`src/rtl/core/acss_pkg.sv`:
```
// Package for the adaptive cruise speed step unit: field widths, register
// indexes with their reset values, and the mode codes.
// No dependencies.
`timescale 1ns / 1ps
`default_nettype none

package acss_pkg;

	localparam int SpeedW  = 16;
	localparam int PosW    = 24;
	localparam int HeadW   = 12;
	localparam int GainW   = 10;
	localparam int CfgIdxW = 3;
	localparam int CfgW    = 16;

	localparam logic [CfgIdxW-1:0] CFG_CRUISE_SET_SPEED = 3'd0;
	localparam logic [CfgIdxW-1:0] CFG_MIN_ACTIVE_SPEED = 3'd1;
	localparam logic [CfgIdxW-1:0] CFG_MIN_GAP          = 3'd2;
	localparam logic [CfgIdxW-1:0] CFG_HEADWAY_TIME     = 3'd3;
	localparam logic [CfgIdxW-1:0] CFG_WIDENED_GAIN     = 3'd4;
	localparam logic [CfgIdxW-1:0] CFG_BLEND_GAIN       = 3'd5;

	localparam logic [SpeedW-1:0] RST_CRUISE_SET_SPEED = 16'd0;
	localparam logic [SpeedW-1:0] RST_MIN_ACTIVE_SPEED = 16'd1280;
	localparam logic [SpeedW-1:0] RST_MIN_GAP          = 16'd1280;
	localparam logic [HeadW-1:0]  RST_HEADWAY_TIME     = 12'd512;
	localparam logic [GainW-1:0]  RST_WIDENED_GAIN     = 10'd435;
	localparam logic [SpeedW-1:0] RST_BLEND_GAIN       = 16'd26214;

	localparam logic [GainW-1:0]  UNITY_GAIN = 10'd256;

	typedef enum logic [1:0] {
		MODE_OFF           = 2'd0,
		MODE_FOLLOW        = 2'd1,
		MODE_CRUISE_LEADER = 2'd2,
		MODE_CRUISE        = 2'd3
	} mode_t;

endpackage : acss_pkg

`default_nettype wire

```
`src/rtl/core/acss_if.sv`:
```
// Channel interfaces of the adaptive cruise speed step unit: measurement
// channel in, command channel out. Depends on acss_pkg.
`timescale 1ns / 1ps
`default_nettype none

interface acss_meas_if;
	import acss_pkg::*;

	logic                     valid;
	logic                     ready;
	logic [SpeedW-1:0]        current_speed;
	logic                     leader_valid;
	logic signed [PosW-1:0]   leader_dx;
	logic signed [PosW-1:0]   leader_dy;
	logic [SpeedW-1:0]        leader_speed;

	modport source (output valid, current_speed, leader_valid, leader_dx, leader_dy,
		leader_speed, input ready);
	modport sink (input valid, current_speed, leader_valid, leader_dx, leader_dy,
		leader_speed, output ready);
endinterface : acss_meas_if

interface acss_cmd_if;
	import acss_pkg::*;

	logic              valid;
	logic              ready;
	logic [SpeedW-1:0] speed_command;
	logic [1:0]        mode;
	logic              deactivate;

	modport source (output valid, speed_command, mode, deactivate, input ready);
	modport sink (input valid, speed_command, mode, deactivate, output ready);
endinterface : acss_cmd_if

`default_nettype wire

```
`src/rtl/core/adaptive_cruise_speed_step_unit.sv`:
```
// Adaptive cruise speed step unit: sequencer around one shared multiplier
// and one shared 48-bit subtractor. Depends on acss_pkg and acss_if.
//
// Usage:
// - meas channel (sink) takes one control tick: host speed and, when
//   leader_valid is set, leader offset and leader speed. cmd channel
//   (source) returns one speed command, mode and deactivate per tick.
// - The unit handles one transaction at a time; meas.ready is high only
//   while it is idle. Registers must be written through
//   wr_en/wr_index/wr_data only while idle; the unit itself does not
//   enforce this. Indexes beyond the list are ignored.
// - A low-speed tick is answered straight from idle. With no leader only
//   the blend steps run. With a leader the 24-step square root on the
//   shared subtractor runs first and, when following, the 16-step
//   restoring divide on it, skipped when the quotient saturates.
//   meas.ready rises the cycle after the command is taken.
// - A stalled cmd.ready holds the result in its output registers; no new
//   measurement is taken until it is delivered.
// - Reset restores register defaults, clears the widened-gain flag and
//   returns to idle with no result pending.
`timescale 1ns / 1ps
`default_nettype none

module adaptive_cruise_speed_step_unit (
	input  wire logic                          clk,
	input  wire logic                          arst_n,
	acss_meas_if.sink                          meas,
	acss_cmd_if.source                         cmd,
	input  wire logic                          wr_en,
	input  wire logic [acss_pkg::CfgIdxW-1:0]  wr_index,
	input  wire logic [acss_pkg::CfgW-1:0]     wr_data
);
	import acss_pkg::*;

	typedef enum logic [3:0] {
		ST_IDLE,
		ST_SQX,
		ST_SQY,
		ST_SQSUM,
		ST_SQRT,
		ST_SAFE_MUL,
		ST_SAFE_ADD,
		ST_GAIN_MUL,
		ST_CMP,
		ST_NUM_MUL,
		ST_NUM_SAT,
		ST_DIV,
		ST_CAP,
		ST_BLEND_DIFF,
		ST_BLEND_MUL,
		ST_BLEND_OUT
	} state_t;

	// configuration
	logic [SpeedW-1:0] set_speed_q;
	logic [SpeedW-1:0] min_active_q;
	logic [SpeedW-1:0] min_gap_q;
	logic [HeadW-1:0]  headway_q;
	logic [GainW-1:0]  wgain_q;
	logic [SpeedW-1:0] blend_q;

	// sequencer and datapath
	state_t            state_q;
	logic              out_valid_q;
	logic [4:0]        k_q;
	logic [SpeedW-1:0] cur_q;
	logic [PosW-1:0]   ax_q;
	logic [PosW-1:0]   ay_q;
	logic [SpeedW-1:0] lspeed_q;
	logic [47:0]       rad_q;
	logic [47:0]       root_q;
	logic [20:0]       safe_q;
	logic [47:0]       prod_q;
	logic [39:0]       rem_q;
	logic [SpeedW-1:0] quo_q;
	logic [SpeedW-1:0] desired_q;
	logic [SpeedW-1:0] diff_q;
	logic              down_q;
	logic              widened_q;
	logic [SpeedW-1:0] cmd_q;
	mode_t             mode_q;
	logic              deact_q;

	logic [PosW-1:0]   mag_x;
	logic [PosW-1:0]   mag_y;
	logic [23:0]       mul_a;
	logic [23:0]       mul_b;
	logic [47:0]       sub_a;
	logic [47:0]       sub_b;
	logic [48:0]       sub_r;
	logic              borrow;
	logic [47:0]       sqrt_bit;
	logic [31:0]       rnd;
	logic [SpeedW-1:0] step;
	logic              in_fire;

	assign meas.ready        = (state_q == ST_IDLE) && !out_valid_q;
	assign in_fire           = meas.valid && meas.ready;
	assign cmd.valid         = out_valid_q;
	assign cmd.speed_command = cmd_q;
	assign cmd.mode          = mode_q;
	assign cmd.deactivate    = deact_q;

	assign mag_x    = meas.leader_dx[PosW-1] ? (PosW'(0) - PosW'(meas.leader_dx))
		: PosW'(meas.leader_dx);
	assign mag_y    = meas.leader_dy[PosW-1] ? (PosW'(0) - PosW'(meas.leader_dy))
		: PosW'(meas.leader_dy);
	assign sqrt_bit = 48'd1 << {k_q, 1'b0};

	// shared multiplier operands
	always_comb begin
		unique case (state_q)
			ST_SQX: begin
				mul_a = ax_q;
				mul_b = ax_q;
			end
			ST_SQY: begin
				mul_a = ay_q;
				mul_b = ay_q;
			end
			ST_SAFE_MUL: begin
				mul_a = 24'(cur_q);
				mul_b = 24'(headway_q);
			end
			ST_GAIN_MUL: begin
				mul_a = 24'(safe_q);
				mul_b = 24'(widened_q ? wgain_q : UNITY_GAIN);
			end
			ST_NUM_MUL: begin
				mul_a = 24'(lspeed_q);
				mul_b = root_q[23:0];
			end
			ST_BLEND_MUL: begin
				mul_a = 24'(diff_q);
				mul_b = 24'(blend_q);
			end
			default: begin
				mul_a = 24'd0;
				mul_b = 24'd0;
			end
		endcase
	end

	// shared subtractor operands
	always_comb begin
		unique case (state_q)
			ST_SQRT: begin
				sub_a = rad_q;
				sub_b = root_q | sqrt_bit;
			end
			ST_CMP: begin
				sub_a = 48'({root_q[23:0], 8'h00});
				sub_b = prod_q;
			end
			ST_NUM_SAT: begin
				sub_a = 48'(prod_q[39:0]);
				sub_b = 48'({safe_q, 16'h0000});
			end
			ST_DIV: begin
				sub_a = 48'(rem_q);
				sub_b = 48'(safe_q) << k_q;
			end
			ST_BLEND_DIFF: begin
				sub_a = 48'(desired_q);
				sub_b = 48'(cur_q);
			end
			default: begin
				sub_a = 48'd0;
				sub_b = 48'd0;
			end
		endcase
	end

	assign sub_r  = {1'b0, sub_a} - {1'b0, sub_b};
	assign borrow = sub_r[48];
	assign rnd    = prod_q[31:0] + 32'h0000_8000;
	assign step   = rnd[31:16];

	always_ff @(posedge clk) begin
		prod_q <= mul_a * mul_b;
	end

	always_ff @(posedge clk or negedge arst_n) begin
		if (!arst_n) begin
			set_speed_q  <= RST_CRUISE_SET_SPEED;
			min_active_q <= RST_MIN_ACTIVE_SPEED;
			min_gap_q    <= RST_MIN_GAP;
			headway_q    <= RST_HEADWAY_TIME;
			wgain_q      <= RST_WIDENED_GAIN;
			blend_q      <= RST_BLEND_GAIN;
		end else if (wr_en) begin
			unique case (wr_index)
				CFG_CRUISE_SET_SPEED: set_speed_q  <= wr_data;
				CFG_MIN_ACTIVE_SPEED: min_active_q <= wr_data;
				CFG_MIN_GAP:          min_gap_q    <= wr_data;
				CFG_HEADWAY_TIME:     headway_q    <= wr_data[HeadW-1:0];
				CFG_WIDENED_GAIN:     wgain_q      <= wr_data[GainW-1:0];
				CFG_BLEND_GAIN:       blend_q      <= wr_data;
				default: ;
			endcase
		end
	end

	always_ff @(posedge clk or negedge arst_n) begin
		if (!arst_n) begin
			state_q     <= ST_IDLE;
			out_valid_q <= 1'b0;
			widened_q   <= 1'b0;
			k_q         <= '0;
			cur_q       <= '0;
			ax_q        <= '0;
			ay_q        <= '0;
			lspeed_q    <= '0;
			rad_q       <= '0;
			root_q      <= '0;
			safe_q      <= '0;
			rem_q       <= '0;
			quo_q       <= '0;
			desired_q   <= '0;
			diff_q      <= '0;
			down_q      <= 1'b0;
			cmd_q       <= '0;
			mode_q      <= MODE_OFF;
			deact_q     <= 1'b0;
		end else begin
			if (cmd.valid && cmd.ready) begin
				out_valid_q <= 1'b0;
			end
			unique case (state_q)
				ST_IDLE: begin
					if (in_fire) begin
						cur_q     <= meas.current_speed;
						ax_q      <= mag_x;
						ay_q      <= mag_y;
						lspeed_q  <= meas.leader_speed;
						desired_q <= set_speed_q;
						deact_q   <= (meas.current_speed < min_active_q);
						priority if (meas.current_speed < min_active_q) begin
							cmd_q       <= meas.current_speed;
							mode_q      <= MODE_OFF;
							out_valid_q <= 1'b1;
						end else if (!meas.leader_valid) begin
							mode_q  <= MODE_CRUISE;
							state_q <= ST_BLEND_DIFF;
						end else begin
							state_q <= ST_SQX;
						end
					end
				end
				ST_SQX: state_q <= ST_SQY;
				ST_SQY: begin
					rad_q   <= prod_q;
					state_q <= ST_SQSUM;
				end
				ST_SQSUM: begin
					rad_q   <= rad_q + prod_q;
					root_q  <= '0;
					k_q     <= 5'd23;
					state_q <= ST_SQRT;
				end
				ST_SQRT: begin
					if (!borrow) begin
						rad_q  <= sub_r[47:0];
						root_q <= (root_q >> 1) + sqrt_bit;
					end else begin
						root_q <= root_q >> 1;
					end
					k_q <= k_q - 5'd1;
					if (k_q == 5'd0) begin
						state_q <= ST_SAFE_MUL;
					end
				end
				ST_SAFE_MUL: state_q <= ST_SAFE_ADD;
				ST_SAFE_ADD: begin
					safe_q  <= 21'(min_gap_q) + 21'(prod_q[27:8]);
					state_q <= ST_GAIN_MUL;
				end
				ST_GAIN_MUL: state_q <= ST_CMP;
				ST_CMP: begin
					if (borrow) begin
						widened_q <= 1'b1;
						mode_q    <= MODE_FOLLOW;
						state_q   <= ST_NUM_MUL;
					end else begin
						mode_q    <= MODE_CRUISE_LEADER;
						state_q   <= ST_BLEND_DIFF;
					end
				end
				ST_NUM_MUL: state_q <= ST_NUM_SAT;
				ST_NUM_SAT: begin
					rem_q <= prod_q[39:0];
					quo_q <= {SpeedW{!borrow}};
					k_q   <= 5'd15;
					if (!borrow) begin
						state_q <= ST_CAP;
					end else begin
						state_q <= ST_DIV;
					end
				end
				ST_DIV: begin
					if (!borrow) begin
						rem_q <= sub_r[39:0];
					end
					quo_q <= {quo_q[SpeedW-2:0], !borrow};
					k_q   <= k_q - 5'd1;
					if (k_q == 5'd0) begin
						state_q <= ST_CAP;
					end
				end
				ST_CAP: begin
					desired_q <= (quo_q > set_speed_q) ? set_speed_q : quo_q;
					state_q   <= ST_BLEND_DIFF;
				end
				ST_BLEND_DIFF: begin
					down_q  <= borrow;
					diff_q  <= borrow ? (SpeedW'(0) - sub_r[SpeedW-1:0]) : sub_r[SpeedW-1:0];
					state_q <= ST_BLEND_MUL;
				end
				ST_BLEND_MUL: state_q <= ST_BLEND_OUT;
				ST_BLEND_OUT: begin
					cmd_q       <= down_q ? (cur_q - step) : (cur_q + step);
					out_valid_q <= 1'b1;
					state_q     <= ST_IDLE;
				end
				default: state_q <= ST_IDLE;
			endcase
		end
	end

endmodule : adaptive_cruise_speed_step_unit

`default_nettype wire

```
`src/flat_wrapper.sv`:
```
// flat-port wrapper written by rule: the top's interface ports become plain ports
module adaptive_cruise_speed_step_unit_flat import acss_pkg::*;
  (clk, arst_n, wr_en, wr_index, wr_data, meas_valid, meas_current_speed, meas_leader_valid, meas_leader_dx, meas_leader_dy, meas_leader_speed, meas_ready, cmd_valid, cmd_speed_command, cmd_mode, cmd_deactivate, cmd_ready);
  acss_meas_if meas_i ();
  acss_cmd_if cmd_i ();
  input  wire logic clk;
  input  wire logic arst_n;
  input  wire logic wr_en;
  input  wire logic [acss_pkg::CfgIdxW-1:0] wr_index;
  input  wire logic [acss_pkg::CfgW-1:0] wr_data;
  input wire logic [$bits(meas_i.valid)-1:0] meas_valid;
  input wire logic [$bits(meas_i.current_speed)-1:0] meas_current_speed;
  input wire logic [$bits(meas_i.leader_valid)-1:0] meas_leader_valid;
  input wire logic [$bits(meas_i.leader_dx)-1:0] meas_leader_dx;
  input wire logic [$bits(meas_i.leader_dy)-1:0] meas_leader_dy;
  input wire logic [$bits(meas_i.leader_speed)-1:0] meas_leader_speed;
  output wire logic [$bits(meas_i.ready)-1:0] meas_ready;
  output wire logic [$bits(cmd_i.valid)-1:0] cmd_valid;
  output wire logic [$bits(cmd_i.speed_command)-1:0] cmd_speed_command;
  output wire logic [$bits(cmd_i.mode)-1:0] cmd_mode;
  output wire logic [$bits(cmd_i.deactivate)-1:0] cmd_deactivate;
  input wire logic [$bits(cmd_i.ready)-1:0] cmd_ready;
  assign meas_i.valid = meas_valid;
  assign meas_i.current_speed = meas_current_speed;
  assign meas_i.leader_valid = meas_leader_valid;
  assign meas_i.leader_dx = meas_leader_dx;
  assign meas_i.leader_dy = meas_leader_dy;
  assign meas_i.leader_speed = meas_leader_speed;
  assign meas_ready = meas_i.ready;
  assign cmd_valid = cmd_i.valid;
  assign cmd_speed_command = cmd_i.speed_command;
  assign cmd_mode = cmd_i.mode;
  assign cmd_deactivate = cmd_i.deactivate;
  assign cmd_i.ready = cmd_ready;
  adaptive_cruise_speed_step_unit u_core (.clk(clk), .arst_n(arst_n), .meas(meas_i), .cmd(cmd_i), .wr_en(wr_en), .wr_index(wr_index), .wr_data(wr_data));
endmodule
```
`config.mk`:
```
export PLATFORM = sky130hd
export DESIGN_NAME = adaptive_cruise_speed_step_unit_flat
export DESIGN_NICKNAME = d
export VERILOG_FILES = /design/src/rtl/core/acss_pkg.sv /design/src/rtl/core/acss_if.sv /design/src/rtl/core/adaptive_cruise_speed_step_unit.sv /design/src/flat_wrapper.sv
export SDC_FILE = /design/constraint.sdc
export NUM_CORES = 2
export LEC_CHECK = 0
export BUFFER_PORTS_ARGS = -buffer_cell sky130_fd_sc_hd__clkbuf_2
export CORE_MARGIN = 3
export CORE_UTILIZATION = 36
export DETAILED_ROUTE_END_ITERATION = 7
export PLACE_DENSITY = 0.57
export SETUP_SLACK_MARGIN = 0.4
export SKIP_LAST_GASP = 1
export SLEW_MARGIN = 30
export SYNTH_ARGS = -nofsm -noshare
export SYNTH_HDL_FRONTEND = slang
export SYNTH_SLANG_ARGS = --single-unit
```
`constraint.sdc`:
```
create_clock -name clk -period 19.3 [get_ports clk]
set_clock_uncertainty 0.2 [all_clocks]
set_input_delay 0.965 -clock clk [delete_from_list [all_inputs] [get_ports clk]]
set_output_delay 0.965 -clock clk [all_outputs]
set_load 0.005 [all_outputs]
```
==> PnR_summary.wiki <==
{| class="wikitable"
! Metric !! Value
|-
| NumNets Final || around 7000
|-
| Headroom to the max-slew limit || 0.269
|-
| Share of the clock period used by the worst path after layout || 0.554
|-
| Routability congestion estimate from global placement || ~1.0
|-
| Slew Viols, Final || 0
|-
| Layout area overhead || 8.59%
|-
| Pin count of the biggest net entering global routing || approximately 140
|-
| Most common library cell in the layout ignoring fill and taps || sky130_fd_sc_hd__nand2_1
|-
| Slew at the pin closest to its max-slew limit || ~1.1 ns
|-
| Worst-path fanout max || between 40 and 50
|-
| Ports || about 130
|-
| Synthesized instance count || between 6000 and 7000
|-
| Vertical extent of the die || 382 um
|-
| Leading cell types in the layout, fill and taps excluded || sky130_fd_sc_hd__nand2_1, sky130_fd_sc_hd__inv_1, sky130_fd_sc_hd__fa_1, sky130_fd_sc_hd__nor2_1, sky130_fd_sc_hd__dfrtp_1
|-
| Cts hold-fix bufs || 0
|-
| Dpl hpwl || 156000 um
|-
| Width of the chip || 382 um
|-
| Std cell rows || around 140
|-
| Number of levels the H-tree was split into || 2
|-
| Number of enable-type register cells in the synthesized netlist || 0
|-
| Maximum vdd drop || 0.000324 V
|-
| Antenna viol nets, final || 0
|-
| # resized after CTS || 0
|-
| Total Power Consumption || 9.37 mW
|-
| Number of input and output port buffers inserted || between 100 and 150
|-
| Detailed-route vias per instance || 5.75
|-
| Crit path kind || flop to flop
|-
| Post-layout instance area || about 0.055 mm^2
|-
| Number of sinks driven by the clock tree || between 400 and 500
|-
| Unrepaired setup endpoints after global routing || false
|-
| Setup TNS || 0 ns
|-
| Post-Synthesis Mean Instance Area || approximately 8.3 um^2
|-
| Synthesized cell area || a little over 0.05 mm^2
|-
| Wire length of the first global-routing pass || roughly 300000 um
|-
| Total of max-cap violations || 0
|-
| Multi-input logic area || 0.0360 mm^2
|-
| Synth warnings || 0
|-
| CTS root buffer || sky130_fd_sc_hd__clkbuf_16
|-
| Pre-Repair DR Iteration Count || 8
|-
| Post-synthesis async set-or-reset flop share || 0.893
|-
| Power per Cell Area || between 150 and 200 mW/mm^2
|-
| CP most frequent cell || sky130_fd_sc_hd__fa_1
|-
| Core region area || roughly 0.14 mm^2
|-
| Top FF cell, synth || sky130_fd_sc_hd__dfrtp_1
|-
| Post-Route WL || roughly 200000 um
|-
| Starting utilization of the core area || 0.364
|-
| Final Hold Violating Endpoints || 0
|-
| Total gr overflow || 0
|-
| Fill cell total of the finished layout || 14337
|-
| Synthesized netlist net count || about 7000
|-
| Total track usage || 0.272
|-
| Violations in the final reports || design-rule violations
|-
| Hold WC Path Type || input pin to async pin
|-
| Wire per inst || ~25 um
|-
| Part of the Yosys area used for sequential elements || 0.217
|-
| Critical-path cell with the highest stage delay || sky130_fd_sc_hd__dfrtp_1
|-
| Arrival time reported for the critical path endpoint || about 11 ns
|-
| Outcome || complete, but fails checks
|-
| Count of vias placed by the detailed router || ~46000
|-
| Layout cells sized above 1 || 0.0796
|-
| Number of clock buffers inserted by TritonCTS || 53
|-
| Area occupied by registers || between 0.01 and 0.015 mm^2
|-
| Number of remaining DRC errors || 10
|-
| CTS tree || done
|-
| Critical path startpoint category || flop
|-
| CTS clock-pin slew for the worst setup and hold paths || 0.07 ns
|-
| Cell Area, Placed || 0.0534 mm^2
|-
| Critical Path Sink Type || flop
|-
| Cell leakage power || 25.7 nW
|-
| Cells on worst reg2reg path || 28
|-
| Iter 0 DRT Violations || just under 5000
|-
| Number of global-route vias before repair || approximately 45000
|-
| Yosys reg bits || 450
|-
| CP max stage delay || 0.88 ns
|-
| Clock network latency to the later pin of the worst-skew pair || roughly 0.67 ns
|-
| Synth unique cells || 94
|-
| Minimum clock period || 10.69 ns
|-
| Buffers inserted by post-CTS timing repair || 0
|-
| Max Clk Rate || between 0.09 and 0.1 GHz
|-
| Required time of the critical path || about 20 ns
|-
| Antenna violations before repair || 5
|-
| Area of the die || 0.146 mm^2
|-
| Number of setup violations in the final report || 0
|-
| Worst-case clock buffer depth || 3
|}
[layer usage]
metal / vias to the layer above / wire length, um / global-route usage
met2: 2277 / 84300 / 0.400
li1: 20486 / - / -
met5: - / 23 / 0
met4: 4 / 11200 / 0.128
met1: 22644 / 86700 / 0.378
met3: 446 / 19500 / 0.0626
[report_power, final]
group | internal, mW | switching, mW | leakage [nW] | total [mW]
clock | 0.601 | 0.467 | 0.868 | 1.07
combinational | 2.11 | 4.32 | 19.5 | 6.43
sequential | 1.32 | 0.554 | 5.33 | 1.87
[per-stage QoR]
| stage | utilization | instances | worst slack [ns] | hold slack [ns] |
|---|---|---|---|---|
| 2_1_floorplan | - | 6115 | 10.68 | 0.239 |
| 3_3_place_gp | 0.381 | 7866 | 8.75 | 0.263 |
| 3_5_place_dp | 0.382 | 7867 | 8.60 | 0.271 |
| 4_1_cts | 0.395 | 7966 | 8.60 | 0.106 |
| 5_1_grt | 0.395 | 7967 | 8.15 | 0.140 |
| 6_report | 0.395 | 7969 | 8.61 | 0.112 |
[logic make-up (layout without fill, tap and decap cells)]
| kind of cell | after synthesis | in the layout | synth area share |
|---|---|---|---|
| other | 0 | 2 | 0 |
| AO/OA/AOI/OAI | 1425 | 1425 | 0.183 |
| AND/OR/NAND/NOR | 1902 | 1902 | 0.161 |
| flip-flops | 450 | 450 | 0.217 |
| multiplexers | 138 | 138 | 0.0303 |
| XOR/XNOR | 282 | 282 | 0.0485 |
| buffers and inverters | 1066 | 1042 | 0.0797 |
| adder cells (fa/ha/maj) | 852 | 852 | 0.281 |
[worst paths after layout]
path / start / to / slack [ns]
min in group clk: u_core.ax_q[5]$_DFFE_PN0P_ / u_core.ax_q[5]$_DFFE_PN0P_ / 0.28
min reg2reg: u_core.ax_q[5]$_DFFE_PN0P_ / u_core.ax_q[5]$_DFFE_PN0P_ / 0.28
min: arst_n / u_core.rem_q[7]$_DFFE_PN0P_ / 0.11
max reg2reg: u_core.state_q[2]$_DFFE_PN0P_ / u_core.prod_q[46]$_DFF_P_ / 8.61
max in group asynchronous: arst_n / u_core.ay_q[21]$_DFFE_PN0P_ / 16.76
max: u_core.state_q[2]$_DFFE_PN0P_ / u_core.prod_q[46]$_DFF_P_ / 8.61
[flip-flops by register name (all words and copies together), names as in the netlist, 16 cells and up]
| signal | count |
|---|---|
| u_core.ax_q | 24 |
| u_core.ay_q | 24 |
| u_core.blend_q | 16 |
| u_core.cmd.speed_command | 16 |
| u_core.cur_q | 16 |
| u_core.desired_q | 16 |
| u_core.diff_q | 16 |
| u_core.lspeed_q | 16 |
| u_core.min_active_q | 16 |
| u_core.min_gap_q | 16 |
| u_core.prod_q | 48 |
| u_core.quo_q | 16 |
| u_core.rad_q | 48 |
| u_core.rem_q | 40 |
| u_core.root_q | 48 |
| u_core.safe_q | 21 |
| u_core.set_speed_q | 16 |
[worst max-delay path: cells and delay by family, from the launching register on]
kind	cells	cell delay (ns)
XOR/XNOR	1	0.17
AO/OA/AOI/OAI	7	2.70
AND/OR/NAND/NOR	7	2.24
flip-flops	1	0.88
adder cells (fa/ha/maj)	8	3.48
buffers and inverters	5	0.92
[synth_stat cells (all sizes together) (46+ instances only)]
library cell	number	area share
a21o	97	0.014
a21oi	301	0.030
a222oi	46	0.0090
a22oi	175	0.026
a31oi	83	0.010
and2	52	0.0064
and3	59	0.0072
buf	57	0.0053
clkbuf	281	0.021
dfrtp	383	0.19
dfxtp	48	0.019
fa	486	0.19
ha	366	0.090
inv	726	0.053
mux2	70	0.015
mux2i	62	0.012
nand2	1007	0.074
nand3	100	0.0099
nor2	446	0.033
nor3	49	0.0050
o21ai	369	0.036
xnor2	156	0.027
xor2	126	0.022
[layout make-up]
type | instances | share of cell area
tap | 1876 | 0.0424
multi-input combinational | 4599 | 0.651
inverter | 728 | 0.0494
timing repair buffer | 215 | 0.0245
sequential | 450 | 0.200
clock inverter | 28 | 0.00604
clock buffer | 71 | 0.0267
antenna | 2 | 0.0000905
Power figures use the tool's default switching activity.
